**src/rtl/core/zrle_pkg.sv**
```systemverilog
// ----------------------------------------------------------------------------
// zrle_pkg
// shared types and constants of the zero run-length encoder
// ----------------------------------------------------------------------------
package zrle_pkg;

   localparam int unsigned RunW     = 6;
   localparam int unsigned HeldW    = 3;
   localparam int unsigned BankCnt  = 2;
   localparam int unsigned BankW    = 1;
   localparam int unsigned AddrW    = BankW + RunW;
   localparam int unsigned MemDepth = BankCnt << RunW;

   localparam logic [RunW-1:0] MaxRun    = 6'h3f;
   localparam logic [RunW-1:0] MaxMerged = 6'h0f;
   localparam logic [RunW-1:0] HoldLimit = 6'd8;
   localparam logic [7:0]      ZeroTag   = 8'h40;
   localparam logic [7:0]      MergeTag  = 8'h80;

   // one run close: control byte, then lit_cnt literals from one bank
   typedef struct packed {
      logic [7:0]      ctrl;
      logic [RunW-1:0] lit_cnt;
      logic [BankW-1:0] bank;
      logic            run_last;
      logic            stream_end;
   } cmd_type;

   typedef struct packed {
      logic             we;
      logic [AddrW-1:0] addr;
      logic [7:0]       data;
   } mem_wr_type;

   typedef struct packed {
      logic             valid;
      logic [BankW-1:0] bank;
   } release_type;

endpackage

```
**src/rtl/core/zrle_if.sv**
```systemverilog
// ----------------------------------------------------------------------------
// zrle_req_if / zrle_rsp_if
// valid/ready channels of the zero run-length encoder
// ----------------------------------------------------------------------------
interface zrle_req_if;
   logic       valid;
   logic       ready;
   logic [7:0] data_byte;
   logic       last_byte;

   modport source (output valid, output data_byte, output last_byte, input ready);
   modport sink   (input valid, input data_byte, input last_byte, output ready);
endinterface

interface zrle_rsp_if;
   logic       valid;
   logic       ready;
   logic [7:0] code_byte;
   logic       is_control;
   logic       run_last;
   logic       stream_end;

   modport source (output valid, output code_byte, output is_control,
                   output run_last, output stream_end, input ready);
   modport sink   (input valid, input code_byte, input is_control,
                   input run_last, input stream_end, output ready);
endinterface

```
**src/rtl/core/zero_run_length_encoder_v2_top.sv**
```systemverilog
// ----------------------------------------------------------------------------
// zero_run_length_encoder_v2_top
// zero run-length encoder, byte stream in, control and literal bytes out
// ----------------------------------------------------------------------------
// req_if takes one raw byte per item with last_byte marking the stream end.
// rsp_if gives encoded bytes: a control byte per run followed by the run's
// literals, short zero runs sharing the next literal run's control byte;
// run_last marks the last result caused by an input item, stream_end the
// final byte of the encoded stream. an item closing both the previous run
// and its own parks its second close in a pending register, holding
// req_if.ready low; the command queue absorbs closes while results drain.
// results leave at one per cycle while rsp_if.ready is high, through a
// registered literal store, so a run of n literals gives n + 1 results; the
// first result of a close passes through the queue and the output register.
// literals are kept in two banks; input waits while its bank still drains.
// reset is synchronous and clears run state, queue and output valid; the
// literal store needs no clearing. when rsp_if.ready is low the output
// register holds, the queue fills and req_if.ready drops.
// ----------------------------------------------------------------------------
module zero_run_length_encoder_v2_top import zrle_pkg::*; #(
   parameter int unsigned QueueDepth = 4
) (
   input  logic       clock,
   input  logic       reset,
   zrle_req_if.sink   req_if,
   zrle_rsp_if.source rsp_if
);

   logic        push_valid, fifo_full, fifo_empty, pop;
   cmd_type     push_cmd, head;
   mem_wr_type  mem_wr;
   release_type rel;

   zrle_front u_front (
      .clock      (clock),
      .reset      (reset),
      .req_if     (req_if),
      .push_valid (push_valid),
      .push_cmd   (push_cmd),
      .fifo_full  (fifo_full),
      .mem_wr     (mem_wr),
      .rel        (rel)
   );

   zrle_fifo #(
      .Depth (QueueDepth)
   ) u_fifo (
      .clock    (clock),
      .reset    (reset),
      .push     (push_valid),
      .push_cmd (push_cmd),
      .full     (fifo_full),
      .pop      (pop),
      .head     (head),
      .empty    (fifo_empty)
   );

   zrle_back u_back (
      .clock      (clock),
      .reset      (reset),
      .mem_wr     (mem_wr),
      .head       (head),
      .fifo_empty (fifo_empty),
      .pop        (pop),
      .rel        (rel),
      .rsp_if     (rsp_if)
   );

endmodule

```
**src/rtl/core/zrle_front.sv**
```systemverilog
// ----------------------------------------------------------------------------
// zrle_front
// accepts bytes, tracks the open run and issues run-close commands
// ----------------------------------------------------------------------------
module zrle_front import zrle_pkg::*; (
   input  logic        clock,
   input  logic        reset,
   zrle_req_if.sink    req_if,
   output logic        push_valid,
   output cmd_type     push_cmd,
   input  logic        fifo_full,
   output mem_wr_type  mem_wr,
   input  release_type rel
);

   logic              act_ff, act_in;
   logic              rz_ff, rz_in;
   logic [RunW-1:0]   rlen_ff, rlen_in;
   logic [HeldW-1:0]  held_ff, held_in;
   logic [BankW-1:0]  wbank_ff, wbank_in;
   logic [BankCnt-1:0] busy_ff, busy_in;
   logic              pend_valid_ff, pend_valid_in;
   cmd_type           pend_cmd_ff, pend_cmd_in;

   logic              accept, z, last;
   logic              close_a, a_emit, close_b, full, toggle;
   logic [HeldW-1:0]  held_a;
   logic [RunW-1:0]   len0, len1;
   cmd_type           a_cmd, b_cmd;

   assign req_if.ready = !pend_valid_ff && !fifo_full && !busy_ff[wbank_ff];
   assign accept       = req_if.valid && req_if.ready;
   assign z            = (req_if.data_byte == 8'h00);
   assign last         = req_if.last_byte;

   always_comb begin
      // close of the previous run on a zero/literal switch
      close_a          = act_ff && (z != rz_ff);
      a_emit           = 1'b0;
      held_a           = held_ff;
      a_cmd.ctrl       = ZeroTag | {2'b00, rlen_ff};
      a_cmd.lit_cnt    = '0;
      a_cmd.bank       = wbank_ff;
      a_cmd.run_last   = 1'b0;
      a_cmd.stream_end = 1'b0;
      if (close_a) begin
         if (rz_ff) begin
            a_emit = (rlen_ff >= HoldLimit);
            if (!a_emit) begin
               held_a = rlen_ff[HeldW-1:0];
            end
         end else begin
            a_emit        = 1'b1;
            a_cmd.lit_cnt = rlen_ff;
            held_a        = '0;
            if (held_ff != '0) begin
               a_cmd.ctrl = MergeTag | {1'b0, held_ff, rlen_ff[3:0]};
            end else begin
               a_cmd.ctrl = {2'b00, rlen_ff};
            end
         end
      end

      // current run after this byte
      len0    = (act_ff && !close_a) ? rlen_ff : '0;
      len1    = len0 + 1'b1;
      full    = (len1 == MaxRun) || (!z && (held_a != '0) && (len1 >= MaxMerged));
      close_b = full || last;

      b_cmd.bank       = wbank_ff;
      b_cmd.run_last   = 1'b1;
      b_cmd.stream_end = last;
      if (z) begin
         b_cmd.ctrl    = ZeroTag | {2'b00, len1};
         b_cmd.lit_cnt = '0;
      end else begin
         b_cmd.lit_cnt = len1;
         if (held_a != '0) begin
            b_cmd.ctrl = MergeTag | {1'b0, held_a, len1[3:0]};
         end else begin
            b_cmd.ctrl = {2'b00, len1};
         end
      end
      a_cmd.run_last = !close_b;

      toggle = (close_a && !rz_ff) || (close_b && !z);
   end

   always_comb begin
      act_in        = act_ff;
      rz_in         = rz_ff;
      rlen_in       = rlen_ff;
      held_in       = held_ff;
      wbank_in      = wbank_ff;
      busy_in       = busy_ff;
      pend_valid_in = pend_valid_ff;
      pend_cmd_in   = pend_cmd_ff;
      push_valid    = 1'b0;
      push_cmd      = pend_cmd_ff;

      if (rel.valid) begin
         busy_in[rel.bank] = 1'b0;
      end

      if (pend_valid_ff) begin
         if (!fifo_full) begin
            push_valid    = 1'b1;
            pend_valid_in = 1'b0;
         end
      end else if (accept) begin
         if (close_a && a_emit) begin
            push_valid    = 1'b1;
            push_cmd      = a_cmd;
            pend_valid_in = close_b;
            pend_cmd_in   = b_cmd;
         end else if (close_b) begin
            push_valid = 1'b1;
            push_cmd   = b_cmd;
         end

         rz_in = z;
         if (close_b) begin
            act_in  = 1'b0;
            rlen_in = '0;
         end else begin
            act_in  = 1'b1;
            rlen_in = len1;
         end
         if (last || (close_b && !z)) begin
            held_in = '0;
         end else begin
            held_in = held_a;
         end
         if (toggle) begin
            wbank_in          = ~wbank_ff;
            busy_in[wbank_ff] = 1'b1;
         end
      end
   end

   assign mem_wr.we   = accept && !z;
   assign mem_wr.addr = {wbank_ff, len0};
   assign mem_wr.data = req_if.data_byte;

   always_ff @(posedge clock) begin
      if (reset) begin
         act_ff        <= 1'b0;
         rz_ff         <= 1'b0;
         rlen_ff       <= '0;
         held_ff       <= '0;
         wbank_ff      <= '0;
         busy_ff       <= '0;
         pend_valid_ff <= 1'b0;
      end else begin
         act_ff        <= act_in;
         rz_ff         <= rz_in;
         rlen_ff       <= rlen_in;
         held_ff       <= held_in;
         wbank_ff      <= wbank_in;
         busy_ff       <= busy_in;
         pend_valid_ff <= pend_valid_in;
      end
   end

   always_ff @(posedge clock) begin
      pend_cmd_ff <= pend_cmd_in;
   end

endmodule

```
**src/rtl/core/zrle_fifo.sv**
```systemverilog
// ----------------------------------------------------------------------------
// zrle_fifo
// short command queue between front and back
// ----------------------------------------------------------------------------
module zrle_fifo import zrle_pkg::*; #(
   parameter int unsigned Depth = 4
) (
   input  logic    clock,
   input  logic    reset,
   input  logic    push,
   input  cmd_type push_cmd,
   output logic    full,
   input  logic    pop,
   output cmd_type head,
   output logic    empty
);

   localparam int unsigned PtrW = (Depth > 1) ? $clog2(Depth) : 1;
   localparam int unsigned CntW = $clog2(Depth + 1);

   cmd_type         slot_ff [Depth];
   logic [PtrW-1:0] wr_ptr_ff, wr_ptr_in;
   logic [PtrW-1:0] rd_ptr_ff, rd_ptr_in;
   logic [CntW-1:0] cnt_ff, cnt_in;

   assign full  = (cnt_ff == CntW'(Depth));
   assign empty = (cnt_ff == '0);
   assign head  = slot_ff[rd_ptr_ff];

   always_comb begin
      wr_ptr_in = wr_ptr_ff;
      rd_ptr_in = rd_ptr_ff;
      cnt_in    = cnt_ff;
      if (push) begin
         wr_ptr_in = (wr_ptr_ff == PtrW'(Depth - 1)) ? '0 : wr_ptr_ff + 1'b1;
      end
      if (pop) begin
         rd_ptr_in = (rd_ptr_ff == PtrW'(Depth - 1)) ? '0 : rd_ptr_ff + 1'b1;
      end
      if (push && !pop) begin
         cnt_in = cnt_ff + 1'b1;
      end else if (pop && !push) begin
         cnt_in = cnt_ff - 1'b1;
      end
   end

   always_ff @(posedge clock) begin
      if (reset) begin
         wr_ptr_ff <= '0;
         rd_ptr_ff <= '0;
         cnt_ff    <= '0;
      end else begin
         wr_ptr_ff <= wr_ptr_in;
         rd_ptr_ff <= rd_ptr_in;
         cnt_ff    <= cnt_in;
      end
   end

   always_ff @(posedge clock) begin
      if (push) begin
         slot_ff[wr_ptr_ff] <= push_cmd;
      end
   end

endmodule

```
**src/rtl/core/zrle_back.sv**
```systemverilog
// ----------------------------------------------------------------------------
// zrle_back
// literal store and result sequencer: control byte, then buffered literals
// ----------------------------------------------------------------------------
module zrle_back import zrle_pkg::*; (
   input  logic        clock,
   input  logic        reset,
   input  mem_wr_type  mem_wr,
   input  cmd_type     head,
   input  logic        fifo_empty,
   output logic        pop,
   output release_type rel,
   zrle_rsp_if.source  rsp_if
);

   logic [7:0]       lit_mem [MemDepth];
   logic [7:0]       rd_data_ff;

   logic             cur_busy_ff, cur_busy_in;
   logic [BankW-1:0] cur_bank_ff, cur_bank_in;
   logic [RunW-1:0]  cur_idx_ff, cur_idx_in;
   logic [RunW-1:0]  cur_left_ff, cur_left_in;
   logic             cur_rl_ff, cur_rl_in;
   logic             cur_se_ff, cur_se_in;

   logic             out_valid_ff, out_valid_in;
   logic             out_lit_ff, out_lit_in;
   logic [7:0]       out_ctrl_ff, out_ctrl_in;
   logic             out_rl_ff, out_rl_in;
   logic             out_se_ff, out_se_in;

   logic             out_free, issue_lit, issue_ctl;
   logic [AddrW-1:0] rd_addr;

   assign out_free  = !out_valid_ff || rsp_if.ready;
   assign issue_lit = cur_busy_ff && out_free;
   assign issue_ctl = !cur_busy_ff && !fifo_empty && out_free;
   assign pop       = issue_ctl;
   assign rd_addr   = {cur_bank_ff, cur_idx_ff};

   always_comb begin
      cur_busy_in  = cur_busy_ff;
      cur_bank_in  = cur_bank_ff;
      cur_idx_in   = cur_idx_ff;
      cur_left_in  = cur_left_ff;
      cur_rl_in    = cur_rl_ff;
      cur_se_in    = cur_se_ff;
      out_valid_in = out_valid_ff;
      out_lit_in   = out_lit_ff;
      out_ctrl_in  = out_ctrl_ff;
      out_rl_in    = out_rl_ff;
      out_se_in    = out_se_ff;
      rel.valid    = 1'b0;
      rel.bank     = cur_bank_ff;

      if (issue_ctl) begin
         out_valid_in = 1'b1;
         out_lit_in   = 1'b0;
         out_ctrl_in  = head.ctrl;
         out_rl_in    = head.run_last && (head.lit_cnt == '0);
         out_se_in    = head.stream_end && (head.lit_cnt == '0);
         cur_busy_in  = (head.lit_cnt != '0);
         cur_bank_in  = head.bank;
         cur_idx_in   = '0;
         cur_left_in  = head.lit_cnt;
         cur_rl_in    = head.run_last;
         cur_se_in    = head.stream_end;
      end else if (issue_lit) begin
         out_valid_in = 1'b1;
         out_lit_in   = 1'b1;
         out_rl_in    = cur_rl_ff && (cur_left_ff == 6'd1);
         out_se_in    = cur_se_ff && (cur_left_ff == 6'd1);
         cur_idx_in   = cur_idx_ff + 1'b1;
         cur_left_in  = cur_left_ff - 1'b1;
         if (cur_left_ff == 6'd1) begin
            cur_busy_in = 1'b0;
            rel.valid   = 1'b1;
         end
      end else if (out_free) begin
         out_valid_in = 1'b0;
      end
   end

   always_ff @(posedge clock) begin
      if (reset) begin
         cur_busy_ff  <= 1'b0;
         out_valid_ff <= 1'b0;
      end else begin
         cur_busy_ff  <= cur_busy_in;
         out_valid_ff <= out_valid_in;
      end
   end

   always_ff @(posedge clock) begin
      cur_bank_ff <= cur_bank_in;
      cur_idx_ff  <= cur_idx_in;
      cur_left_ff <= cur_left_in;
      cur_rl_ff   <= cur_rl_in;
      cur_se_ff   <= cur_se_in;
      out_lit_ff  <= out_lit_in;
      out_ctrl_ff <= out_ctrl_in;
      out_rl_ff   <= out_rl_in;
      out_se_ff   <= out_se_in;
   end

   // literal store, one write and one registered read port
   always_ff @(posedge clock) begin
      if (mem_wr.we) begin
         lit_mem[mem_wr.addr] <= mem_wr.data;
      end
   end

   always_ff @(posedge clock) begin
      if (issue_lit) begin
         rd_data_ff <= lit_mem[rd_addr];
      end
   end

   assign rsp_if.valid      = out_valid_ff;
   assign rsp_if.code_byte  = out_lit_ff ? rd_data_ff : out_ctrl_ff;
   assign rsp_if.is_control = !out_lit_ff;
   assign rsp_if.run_last   = out_rl_ff;
   assign rsp_if.stream_end = out_se_ff;

endmodule
```
**src/flat_wrapper.sv**
```systemverilog
// flat-port wrapper written by rule: the top's interface ports become plain ports
module zero_run_length_encoder_v2_top_flat import zrle_pkg::*;
#(
   parameter int unsigned QueueDepth = 4
)
  (clock, reset, req_if_valid, req_if_data_byte, req_if_last_byte, req_if_ready, rsp_if_valid, rsp_if_code_byte, rsp_if_is_control, rsp_if_run_last, rsp_if_stream_end, rsp_if_ready);
  zrle_req_if req_if_i ();
  zrle_rsp_if rsp_if_i ();
  input  logic clock;
  input  logic reset;
  input wire logic [$bits(req_if_i.valid)-1:0] req_if_valid;
  input wire logic [$bits(req_if_i.data_byte)-1:0] req_if_data_byte;
  input wire logic [$bits(req_if_i.last_byte)-1:0] req_if_last_byte;
  output wire logic [$bits(req_if_i.ready)-1:0] req_if_ready;
  output wire logic [$bits(rsp_if_i.valid)-1:0] rsp_if_valid;
  output wire logic [$bits(rsp_if_i.code_byte)-1:0] rsp_if_code_byte;
  output wire logic [$bits(rsp_if_i.is_control)-1:0] rsp_if_is_control;
  output wire logic [$bits(rsp_if_i.run_last)-1:0] rsp_if_run_last;
  output wire logic [$bits(rsp_if_i.stream_end)-1:0] rsp_if_stream_end;
  input wire logic [$bits(rsp_if_i.ready)-1:0] rsp_if_ready;
  assign req_if_i.valid = req_if_valid;
  assign req_if_i.data_byte = req_if_data_byte;
  assign req_if_i.last_byte = req_if_last_byte;
  assign req_if_ready = req_if_i.ready;
  assign rsp_if_valid = rsp_if_i.valid;
  assign rsp_if_code_byte = rsp_if_i.code_byte;
  assign rsp_if_is_control = rsp_if_i.is_control;
  assign rsp_if_run_last = rsp_if_i.run_last;
  assign rsp_if_stream_end = rsp_if_i.stream_end;
  assign rsp_if_i.ready = rsp_if_ready;
  zero_run_length_encoder_v2_top #(.QueueDepth(QueueDepth)) u_core (.clock(clock), .reset(reset), .req_if(req_if_i), .rsp_if(rsp_if_i));
endmodule
```
**config.mk**
```make
export PLATFORM = sky130hd
export DESIGN_NAME = zero_run_length_encoder_v2_top_flat
export DESIGN_NICKNAME = d
export VERILOG_FILES = /design/src/rtl/core/zrle_pkg.sv /design/src/rtl/core/zrle_if.sv /design/src/rtl/core/zero_run_length_encoder_v2_top.sv /design/src/rtl/core/zrle_front.sv /design/src/rtl/core/zrle_fifo.sv /design/src/rtl/core/zrle_back.sv /design/src/flat_wrapper.sv
export SDC_FILE = /design/constraint.sdc
export NUM_CORES = 1
export LEC_CHECK = 0
export BUFFER_PORTS_ARGS = -buffer_cell sky130_fd_sc_hd__buf_2
export CORE_MARGIN = 2
export CORE_UTILIZATION = 35
export DETAILED_ROUTE_END_ITERATION = 16
export PLACE_DENSITY_LB_ADDON = 0.25
export SETUP_SLACK_MARGIN = 0.2
export SYNTH_ARGS = -nofsm -noshare
export SYNTH_HDL_FRONTEND = slang
export SYNTH_SLANG_ARGS = --single-unit
```
**constraint.sdc**
```tcl
create_clock -name clock -period 4.7 [get_ports clock]
set_input_delay 0.235 -clock clock [delete_from_list [all_inputs] [get_ports clock]]
set_output_delay 0.235 -clock clock [all_outputs]
set_load 0.01 [all_outputs]
```
==> results of run 1 <==
-- worst register-to-register path, delay by kind of cell (launching register included) --
kind                     cells  cell delay [ns]
AND/OR/NAND/NOR              5             1.49
buffers and inverters        2             0.15
adder cells (fa/ha/maj)      3             0.74
flip-flops                   1             0.53
XOR/XNOR                     1             0.17
AO/OA/AOI/OAI                5             1.08
-- routing by layer --
| metal | vias up | part of all wire |
|---|---|---|
| li1 | 9353 | - |
| met1 | 11855 | 0.43 |
| met2 | 725 | 0.49 |
| met3 | 126 | 0.063 |
| met4 | 0 | 0.015 |
| met5 | - | 0 |
-- synthesized netlist by cell type, types with 5 or more instances --
| cell type | instances | area share |
|---|---|---|
| clkbuf_1 | 57 | 0.0047 |
| a22oi_1 | 8 | 0.0013 |
| dfxtp_1 | 33 | 0.014 |
| a221oi_1 | 8 | 0.0015 |
| mux4_2 | 321 | 0.16 |
| nand3_1 | 16 | 0.0017 |
| and2_1 | 10 | 0.0014 |
| mux2_2 | 9 | 0.0022 |
| a21oi_1 | 24 | 0.0026 |
| nand4_1 | 5 | 0.00068 |
| or3_1 | 9 | 0.0012 |
| o21ai_1 | 8 | 0.00087 |
| buf_2 | 39 | 0.0043 |
| buf_1 | 17 | 0.0014 |
| nand2_1 | 57 | 0.0047 |
| nor4_1 | 10 | 0.0014 |
| a22o_1 | 11 | 0.0021 |
| mux2i_1 | 36 | 0.0079 |
| edfxtp_1 | 1135 | 0.74 |
| ha_1 | 11 | 0.0030 |
| o22ai_1 | 26 | 0.0035 |
| o21ai_0 | 14 | 0.0015 |
| xor2_1 | 7 | 0.0013 |
| nor2_1 | 165 | 0.014 |
| nor3_1 | 19 | 0.0021 |
| nor2b_1 | 12 | 0.0016 |
| inv_1 | 15 | 0.0012 |
| xnor2_1 | 5 | 0.00096 |
-- per-stage QoR --
stage          TNS [ns]  setup slack, ns  area (sq um)
6_report              0           0.4835         52860
2_1_floorplan         0           0.2041         45850
4_1_cts               0           0.5732         52860
3_5_place_dp    -0.1045          -0.1045         48720
3_3_place_gp   -0.06697         -0.06697         48720
5_1_grt               0           0.2849         52860
-- final cells by class --
type | count | share of cell area
clock inverters | 71 | 0.01695
flip-flops and latches | 1168 | 0.6576
well taps | 1742 | 0.04123
clock buffers | 149 | 0.06060
multi-input cells | 863 | 0.1991
repair buffers | 154 | 0.02339
inverters | 17 | 0.001207
-- cell families after synthesis --
group	after synthesis
flops	1168
mux	367
simple gates	338
buf+inv	135
compound gates	133
xor+xnor	13
fa+ha+maj	12
-- worst max path at each step --
stage | cells past startpoint | endpoint | start | slack [ns]
floorplan | 19 | u_core.u_fifo.cnt_ff[2]$_SDFFE_PP0P_ | req_if_data_byte[7] | 0.20
global placement | 18 | u_core.u_fifo.cnt_ff[2]$_SDFFE_PP0P_ | req_if_data_byte[3] | -0.07
detailed placement | 18 | u_core.u_fifo.cnt_ff[2]$_SDFFE_PP0P_ | req_if_data_byte[3] | -0.10
CTS | 16 | u_core.u_fifo.cnt_ff[2]$_SDFFE_PP0P_ | u_core.u_front.rz_ff$_SDFFE_PP0P_ | 0.57
global route | 16 | u_core.u_fifo.cnt_ff[2]$_SDFFE_PP0P_ | u_core.u_front.rz_ff$_SDFFE_PP0P_ | 0.28
finish | 16 | u_core.u_fifo.cnt_ff[2]$_SDFFE_PP0P_ | u_core.u_front.rz_ff$_SDFFE_PP0P_ | 0.48
-- sequential cells by signal (all words and copies together), names as in the netlist, 2 cells and up, named ones only --
signal and cells:
u_core.u_fifo.slot_ff 68, u_core.u_back.cur_left_ff 6, u_core.u_front.pend_cmd_ff 16, u_core.u_back.rd_data_ff 8, u_core.u_front.held_ff 3, u_core.u_front.rlen_ff 6
u_core.u_fifo.cnt_ff 3, u_core.u_back.lit_mem 1024, u_core.u_front.busy_ff 2, u_core.u_fifo.rd_ptr_ff 2, u_core.u_fifo.wr_ptr_ff 2, u_core.u_back.cur_idx_ff 6
u_core.u_back.out_ctrl_ff 8
-- power by group --
group	internal, uW	switching (uW)
clock	5950	3910
sequential	11700	263
combinational	2230	2620
==> summary.md, run 1 <==
| Metric | Value |
|---|---|
| TritonCTS clock tree | `yes` |
| Reg-to-reg critical path endpoint | `u_core.u_fifo.cnt_ff[2]$_SDFFE_PP0P_` |
| Root Buffer | `clkbuf_16` |
| Initial DRC Count | `2181` |
| Vias in the first global route | `22920` |
| Post-DP HPWL | `68.83 mm` |
| Power, Total | `26700 uW` |
| Peak Freq | `0.2372 GHz` |
| Worst Skew | `0.03707 ns` |
| DR vias | `22059` |
| Compound-Gate Fraction of Synth Area | `0.02028` |
| Final non-filler cell total | `4164` |
| Tightest Pin Transition | `1.183 ns` |
| Initial Util | `0.3531` |
| Crit path max fanout | `12` |
| Clock sinks | `1168` |
| Largest net degree at the start of global routing | `105` |
| Clock Latency Late Sink | `0.71 ns` |
| Power Density | `505.1 nW/um^2` |
| Ports | `26` |
| Largest family of logic cells by synthesized area | `multiplexers` |
| CTS Buf Count | `118` |
| Post_cts resized | `0` |
| Commonest non-fill, non-tap cell in the layout | `edfxtp_1` |
| Mean post-synth cell area | `21.16 sq um` |
| Syn Inst Count | `2166` |
| Setup Buffers After CTS | `0` |
| Final worst path period need | `4.216 ns` |
| Primary FF master, synth | `edfxtp_1` |
| Worst reg2reg path startpoint | `u_core.u_front.rz_ff$_SDFFE_PP0P_` |
| Pins Over Slew Limit | `0` |
| Hold depth | `5` |
| CP startpoint kind | `flip-flop` |
| Met2 Track Usage GR | `0.2690` |
| GRT busiest layer | `met2` |
| Unrepaired setup endpoints after global routing | `false` |
| Core area | `129800 sq um` |
| Flops & latches, synth | `1168` |
| Crit path kind | `reg2reg` |
| Routed len/inst | `26.56 microns` |
| Final Hold Viols | `0` |
| Slew headroom | `0.2087` |
| Total of max-cap violations | `0` |
| Min-Delay Path Class | `in2reg` |
| FF+latch area | `34760 sq um` |
| Total Nets Final | `2347` |
| Placed cell count | `3940` |
| DRC viols | `0` |
| Post-synth ARST share | `0` |
| Fin crit share | `0.8971` |
| H-tree depth | `3` |
| Min-Delay Endpoint | `u_core.u_front.rlen_ff[0]$_SDFFE_PP0P_` |
| Synthesized area | `45840 sq um` |
| Top Family by Delay on Critical Path | `simple AND/OR/NAND/NOR gates` |
| XOR/XNOR Fraction of Synth Area | `0.002647` |
| Req. time, crit path | `5.34 ns` |
| M3 GR Usage | `0.02222` |
| Vias per cell | `5.298` |
| Sequential cell area fraction in the yosys report | `0.7579` |
| N_diodes | `0` |
| Total track usage | `0.1635` |
| Critical Path Sink Type | `flip-flop` |
| Worst path slowest cell | `or4b_2` |
| Row cnt | `132` |
| CTS Hold Buffers Added | `4` |
| Endpoints failing setup | `0` |
| Reg clk slew, reported paths | `0.06 ns` |
| Port bufs | `25` |
| Buf+Inv Stages, Crit Path | `2` |
| DR pass1 iterations | `5` |
| Arr. time, crit path | `4.85 ns` |
| R2r setup slk | `0.48 ns` |
| Hold slack | `0.04967 ns` |
| Status | `finished, final reports clean` |
| CP max stage delay | `0.64 ns` |
| Syn-to-layout area delta | `15.31%` |
| EDFF count, synth | `1135` |
| Ys Warns | `0` |
| LEAKAGE | `0.01602 uW` |
| CP Cell Sequence | `nand2_1 > o21ai_2 > and2_1 > ha_2 > inv_1 > or4b_2 > a32oi_1 > o221a_4 > o21ai_2 > nand2_1 > ha_1 > inv_1 > fa_1 > xor2_1 > or3_1 > a21oi_1` |
| Final design utilization | `0.4072` |
| Library cells used by synthesis | `77` |
| Hold path start | `req_if_valid` |
| Most frequent cells in the layout | `1135 x edfxtp_1, 321 x mux4_2, 165 x nor2_1` |
| Die width | `365.9 microns` |
| Initial antenna violation count | `2` |
| Mux share of post-synthesis cell area | `0.1681` |
| R2R depth | `16` |
| Area share of fa/ha/maj cells after synthesis | `0.003439` |
| Die ar. | `133900 sq um` |
| Simple-gate share of the synthesized area | `0.03496` |
| Final ANT Viol Nets | `0` |
| Post-Syn Nets | `2191` |
| Clock Path Buffers | `3` |
| Chip Height | `365.9 microns` |
| First-pass GRT wire length | `161.5 mm` |
| Layout cells sized above 1 | `0.2865` |
| Worst VDD drop | `0.3109 mV` |
| Fillers | `11442` |
| Global route overflow | `0` |
| RD Place Congestion | `0.8099` |
| Met1 Use GR | `0.2321` |
| Multi-input logic area | `10520 sq um` |
| Routed WL | `110.6 mm` |
(Power assumes the default switching activity.)
==> run 2, diff against run 1 <==
--- a/config.mk
+++ b/config.mk
@@ -5,8 +5,9 @@
 export SDC_FILE = /design/constraint.sdc
 export NUM_CORES = 1
 export LEC_CHECK = 0
+export ABC_AREA = 1
 export BUFFER_PORTS_ARGS = -buffer_cell sky130_fd_sc_hd__buf_2
-export CORE_MARGIN = 2
+export CORE_MARGIN = 3
 export CORE_UTILIZATION = 35
 export DETAILED_ROUTE_END_ITERATION = 16
 export PLACE_DENSITY_LB_ADDON = 0.25
==> run 2 against run 1 <==
Compared with the run above: worst hold slack worse by 0.011 ns; area after synthesis grew 1.7%; worst setup slack improved by 0.71 ns; clock-buffer cell count decreased by 15; utilization up 0.10 points; clock power fell by 5.0%; die area is 2.8% higher; flip-flop and latch count unchanged; clock skew is 0.014 ns lower; combinational power grew 35%; sequential share of layout area down 1.2 points; maximum frequency is 20% higher; critical endpoint is now u_core.u_back.lit_mem[52][5]$_DFFE_PP_; largest cell class unchanged.
==> summary.md, run 2 <==
| Metric | Value |
|---|---|
| Critical Path Sink Type | `flip-flop` |
| Ys Warns | `0` |
| Vias in the first global route | `28728` |
| CP startpoint kind | `flip-flop` |
| Worst setup path start | `u_core.u_front.wbank_ff$_SDFFE_PP0P_` |
| Slew headroom | `0.2061` |
| Crit path max fanout | `8` |
| Primary FF master, synth | `edfxtp_1` |
| Top cells by count, synth | `1135 x edfxtp_1, 720 x nor2_1, 571 x o21ai_0` |
| Power Density | `519.1 nW/um^2` |
| DR pass1 iterations | `5` |
| Sequential power share | `0.431` |
| TritonCTS clock tree | `yes` |
| Die width | `370.9 microns` |
| Port bufs | `25` |
| Row cnt | `133` |
| Multi-input logic area | `10710 sq um` |
| LEAKAGE | `0.01734 uW` |
| RD Place Congestion | `0.8222` |
| Tightest Pin Transition | `1.190 ns` |
| Worst reg2reg path startpoint | `u_core.u_front.wbank_ff$_SDFFE_PP0P_` |
| Final non-filler cell total | `5622` |
| Endpoints failing setup | `0` |
| Placed cell count | `5406` |
| Setup Buffers After CTS | `0` |
| Biggest register | `u_core.u_back.lit_mem` |
| EDFF count, synth | `1135` |
| Flops & latches, synth | `1168` |
| FF+latch area | `34750 sq um` |
| Final Hold Viols | `0` |
| Hold path start | `req_if_data_byte[5]` |
| DR vias | `29941` |
| CTS Buf Count | `116` |
| Sequential cell area fraction in the yosys report | `0.7454` |
| Clock sinks | `1168` |
| Worst VDD drop | `0.3628 mV` |
| Global route overflow | `0` |
| Status | `finished, final reports clean` |
| Routed len/inst | `23.08 microns` |
| Clock Power Share | `0.335` |
| Combinational power share | `0.234` |
| Top post-synthesis cells by area | `edfxtp_1 73%, o21ai_0 6.1%, nor2_1 5.8%, o22ai_1 2.3%, nand2_1 2.2%` |
| Most frequent cells in the layout | `1135 x edfxtp_1, 717 x nor2_1, 571 x o21ai_0` |
| Clock Path Buffers | `3` |
| Syn Inst Count | `3644` |
| Peak Freq | `0.2851 GHz` |
| Total Nets Final | `3798` |
| CP max stage delay | `0.82 ns` |
| Pins Over Slew Limit | `0` |
| Crit path kind | `reg2reg` |
| Initial antenna violation count | `1` |
| Post-DP HPWL | `77.31 mm` |
| Worst path slowest cell | `nor2_1` |
| Root Buffer | `clkbuf_16` |
| Syn-to-layout area delta | `15.42%` |
| Synth top area share | `0.7312` |
| Clock Latency Late Sink | `0.71 ns` |
| H-tree depth | `3` |
| Int Power | `19030 uW` |
| Vias per cell | `5.326` |
| Largest net degree at the start of global routing | `114` |
| Worst Skew | `0.02310 ns` |
| Top flop regs | `u_core.u_back.lit_mem (1024), u_core.u_fifo.slot_ff (68), u_core.u_front.pend_cmd_ff (16)` |
| Ports | `26` |
| Initial Util | `0.3537` |
| Library cells used by synthesis | `45` |
| Die ar. | `137600 sq um` |
| Post-synth ARST share | `0` |
| Total track usage | `0.1858` |
| Fin crit share | `0.7464` |
| Total of max-cap violations | `0` |
| Req. time, crit path | `5.05 ns` |
| Final setup TNS | `0 ns` |
| Fillers | `12258` |
| Switching Power | `8897 uW` |
| Mean post-synth cell area | `12.79 sq um` |
| Most Frequent Cell on Critical Path | `nand2_1` |
| Arr. time, crit path | `3.86 ns` |
| Sw Share | `0.3186` |
| First-pass GRT wire length | `191.3 mm` |
| Post-layout instance area | `53800 sq um` |
| Min-Delay Path Class | `in2reg` |
| Final worst path period need | `3.508 ns` |
| CP Cell Sequence | `inv_1 > a2111oi_2 > nand2_1 > nor3_1 > nand2_1 > nor2_1` |
| DP Area | `49930 sq um` |
| Post-Syn Nets | `3669` |
| Max FFs per register | `1024` |
| Core area | `131800 sq um` |
| Reg clk slew, reported paths | `0.06 ns` |
| Cell taking the most area after synthesis | `edfxtp_1` |
| Commonest non-fill, non-tap cell in the layout | `edfxtp_1` |
| Unrepaired setup endpoints after global routing | `false` |
| Chip Height | `370.9 microns` |
| Count leader, synth | `edfxtp_1` |
| DRC viols | `0` |
| Final design utilization | `0.4082` |
| Final ANT Viol Nets | `0` |
| Layout cells sized above 1 | `0.1187` |
| Synthesized area | `46610 sq um` |
| Routed WL | `129.8 mm` |
| Initial DRC Count | `2797` |
## run 2: cell count changes after synthesis, sizes merged, moves of 19 or more
cell / delta
o22ai: +143
inv: +40
a21oi: +19
buf: -46
nand4: +61
o21ai: +569
o221ai: +99
clkbuf: +174
o211ai: +28
nor2: +560
mux4: -321
nand2: +223
nand3: +69
mux2i: -35
## run 2: worst paths after layout
| path | endpoint | slack, ns | cells past startpoint |
|---|---|---|---|
| min reg2reg | u_core.u_front.busy_ff[1]$_SDFF_PP0_ | 0.48 | 2 |
| max reg2reg | u_core.u_back.lit_mem[52][5]$_DFFE_PP_ | 1.19 | 6 |
| min | u_core.u_back.lit_mem[95][5]$_DFFE_PP_ | 0.04 | 2 |
| max | u_core.u_back.lit_mem[52][5]$_DFFE_PP_ | 1.19 | 6 |
## run 2: layout make-up
type                    instances  share of cell area
clock inverters                77             0.01558
multi-input cells            2169              0.1991
inverters                      61            0.004535
diodes                          1          0.00004651
well taps                    1755             0.04082
flip-flops and latches       1168              0.6460
repair buffers                257             0.03828
clock buffers                 134             0.05558
## run 2: metal layers
metal  up-vias  track usage  wire, microns
met2       982       0.2996          61290
met5         -            0              0
met3       150      0.02591           7785
met1     14959       0.2589          57100
met4         0      0.06142           3580
li1      13850            -              -
## run 2: repair_timing
action,in CTS,in global routing
hold endpoints to repair,37,0
setup endpoints to repair,0,0
hold buffers,4,0
gates resized for setup,0,0
## run 2: cell families (layout without fill, tap and decap cells)
logic type	after synthesis	in the layout	synth area share
and+or+nand+nor	1178	1178	0.1039
DFF	1168	1168	0.7454
AOI/OAI and AO/OA	973	973	0.1209
buffers and inverters	307	529	0.02537
adders and majority gates	12	12	0.003382
xor gates and xnor gates	5	5	0.0009397
muxes	1	1	0.0002148
other	0	1	0
## run 2: per-stage QoR
| stage | hold WS, ns | setup WS (ns) | power (uW) |
|---|---|---|---|
| finish | 0.03904 | 1.192 | 27930 |
| global route | 0.05585 | 0.7477 | 29160 |
| CTS | 0.03498 | 1.240 | 28120 |
| detailed placement | 0.4779 | 0.7583 | 18790 |
| global placement | 0.4696 | 0.6551 | 18760 |
| floorplan | 0.3339 | 1.063 | 16070 |
## run 2: critical path: cells and delay by family, from the launching register on
family                 cells  cell delay [ns]
AOI/OAI and AO/OA          1             0.37
buffers and inverters      1             0.19
DFF                        1             0.45
and+or+nand+nor            4             2.13
## run 2: power by group through the flow
stage               clock [uW]  combinational, uW  sequential (uW)
floorplan                    0               3980            12100
global placement             0               6510            12300
detailed placement           0               6530            12300
CTS                       9530               6550            12000
global route              9950               7150            12100
finish                    9370               6530            12000
==> run 3, diff against run 2 <==
==> constraint.sdc (replaced) <==
create_clock -name clock -period 3.4 [get_ports clock]
set_input_delay 0.17 -clock clock [delete_from_list [all_inputs] [get_ports clock]]
set_output_delay 0.17 -clock clock [all_outputs]
set_load 0.01 [all_outputs]
==> run 3 against run 2 <==
Compared with the run above: final area is 1.1% higher; register-to-register slack worse by 0.65 ns; final cell count is 1.3% higher; maximum frequency is 23% higher; global-route usage is 0.18 points higher; worst hold slack better by 0.048 ns; non-clock buffer count is 75 higher; die area stayed put; critical path depth is 14 higher.
==> summary.md, run 3 (same netlist as run 2, synthesis figures left out) <==
| Metric | Value |
|---|---|
| CTS Buf Count | `116` |
| Min-Delay Path Class | `in2reg` |
| Req. time, crit path | `4.01 ns` |
| CP startpoint kind | `flip-flop` |
| Die width | `370.9 microns` |
| RD Place Congestion | `0.8087` |
| Reg clk slew, reported paths | `0.06 ns` |
| Commonest non-fill, non-tap cell in the layout | `edfxtp_1` |
| Most frequent cells in the layout | `1135 x edfxtp_1, 714 x nor2_1, 571 x o21ai_0` |
| DR pass1 iterations | `5` |
| Status | `finished, final reports clean` |
| Initial antenna violation count | `2` |
| Peak Freq | `0.3503 GHz` |
| Row cnt | `133` |
| Biggest register | `u_core.u_back.lit_mem` |
| Clock sinks | `1168` |
| Arr. time, crit path | `3.47 ns` |
| Unrepaired setup endpoints after global routing | `false` |
| Crit path kind | `reg2reg` |
| Chip Height | `370.9 microns` |
| Final design utilization | `0.4126` |
| Syn-to-layout area delta | `16.66%` |
| Initial DRC Count | `3128` |
| Vias per cell | `5.328` |
| Worst reg2reg path startpoint | `u_core.u_front.rz_ff$_SDFFE_PP0P_` |
| Root Buffer | `clkbuf_16` |
| Worst VDD drop | `0.4794 mV` |
| LEAKAGE | `0.01770 uW` |
| Crit path max fanout | `7` |
| Slew headroom | `0.3396` |
| H-tree depth | `3` |
| Die ar. | `137600 sq um` |
| Final Hold Viols | `0` |
| R2R depth | `20` |
| Fin crit share | `0.8396` |
| M3 GR Usage | `0.02719` |
| Post-layout instance area | `54380 sq um` |
| Routed WL | `131.4 mm` |
| Hold depth | `2` |
| Largest net degree at the start of global routing | `84` |
| Met2 Track Usage GR | `0.3044` |
| Routed len/inst | `23.06 microns` |
| Final ANT Viol Nets | `0` |
| Ports | `26` |
| DRC viols | `0` |
| Max FFs per register | `1024` |
| Critical Path Sink Type | `flip-flop` |
| First-pass GRT wire length | `192.7 mm` |
| Vias in the first global route | `28899` |
| Total of max-cap violations | `0` |
| Global route overflow | `0` |
| Clock Path Buffers | `3` |
| Core area | `131800 sq um` |
| Post-DP HPWL | `78.10 mm` |
| Reg-to-reg critical path endpoint | `u_core.u_fifo.cnt_ff[1]$_SDFFE_PP0P_` |
| TritonCTS clock tree | `yes` |
| Pins Over Slew Limit | `0` |
| Port bufs | `25` |
| Initial Util | `0.3537` |
| Layout cells sized above 1 | `0.1358` |
| N_diodes | `0` |
| Total track usage | `0.1876` |
| Fillers | `12211` |
| Final worst path period need | `2.855 ns` |
| Clock Latency Late Sink | `0.73 ns` |
| Top flop regs | `u_core.u_back.lit_mem (1024), u_core.u_fifo.slot_ff (68), u_core.u_front.pend_cmd_ff (16)` |
| Multi-input logic area | `10730 sq um` |
| GRT busiest layer | `met2` |
| Min-Delay Endpoint | `u_core.u_back.lit_mem[95][6]$_DFFE_PP_` |
| FF+latch area | `34760 sq um` |
| Power Density | `709.7 nW/um^2` |
| DP Area | `50630 sq um` |
| DR vias | `30349` |
| Worst Skew | `0.03548 ns` |
| Total Nets Final | `3873` |
| Endpoints failing setup | `0` |
| R2r setup slk | `0.55 ns` |
| Tightest Pin Transition | `0.9906 ns` |
| Met1 Use GR | `0.2614` |
| Hold path start | `req_if_data_byte[6]` |
==> run 3: critical path, cell delays in order, from the launching register on <==
cell and delay (ns):
dfxtp_4 0.37, inv_2 0.08, o21ai_2 0.07, nand2_4 0.06, nand3_1 0.10, inv_2 0.08
ha_2 0.19, nand3_1 0.08, nand2_1 0.06, nand2_1 0.10, nand3_1 0.11, nor2_1 0.05
nor2_1 0.11, nand2_2 0.07, o21ai_1 0.20, nand2_1 0.09, ha_1 0.19, inv_1 0.09
fa_2 0.44, o21ai_0 0.15, a21oi_1 0.05
==> run 3: layout make-up <==
class / instances / share of cell area
clock buffer: 145 / 0.05713
clock inverter: 66 / 0.01001
inverter: 61 / 0.004487
multi-input combinational: 2169 / 0.1973
sequential: 1168 / 0.6392
tap: 1755 / 0.04038
timing repair buffer: 332 / 0.05147
==> run 3: repair_timing <==
item / 4_1_cts / 5_1_grt
setup buffers: 0 / 0
hold endpoints to repair: 24 / 5
resized for setup: 0 / 11
setup endpoints to repair: 0 / 6
hold buffers: 6 / 1
==> run 3: routing by layer <==
| metal | part of all wire | vias up |
|---|---|---|
| li1 | - | 14012 |
| met1 | 0.44 | 15185 |
| met2 | 0.47 | 971 |
| met3 | 0.062 | 181 |
| met4 | 0.025 | 0 |
| met5 | 0 | - |
==> run 3: worst max-delay path by stage <==
stage                                                  endpoint  slack, ns                         startpoint
after floorplan           u_core.u_fifo.slot_ff[0][0]$_DFFE_PP_      -0.19  u_core.u_front.rz_ff$_SDFFE_PP0P_
after global placement     u_core.u_fifo.cnt_ff[2]$_SDFFE_PP0P_       0.11                req_if_data_byte[3]
after detailed placement   u_core.u_fifo.cnt_ff[2]$_SDFFE_PP0P_       0.17                req_if_data_byte[3]
after CTS                  u_core.u_fifo.cnt_ff[2]$_SDFFE_PP0P_       0.38                req_if_data_byte[1]
after global routing       u_core.u_fifo.cnt_ff[2]$_SDFFE_PP0P_       0.24  u_core.u_front.rz_ff$_SDFFE_PP0P_
final                      u_core.u_fifo.cnt_ff[1]$_SDFFE_PP0P_       0.55  u_core.u_front.rz_ff$_SDFFE_PP0P_
==> run 3: per-stage QoR <==
step           cells  setup slack, ns  hold slack (ns)  setup TNS, ns  power [uW]
6_report        5696           0.5454          0.08687              0       38590
5_1_grt         5696           0.2423           0.1161              0       40280
2_1_floorplan   3644          -0.1864           0.2689         -12.68       22210
4_1_cts         5695           0.3752          0.06904              0       38870
3_3_place_gp    5478           0.1144           0.4422              0       26360
3_5_place_dp    5478           0.1746           0.4424              0       26430
==> run 3: where the power goes <==
part / switching [uW] / leakage (uW) / internal, uW
Combinational: 6750 / 0.00540 / 2790
Clock: 5450 / 0.00179 / 7040
Sequential: 256 / 0.0105 / 16300
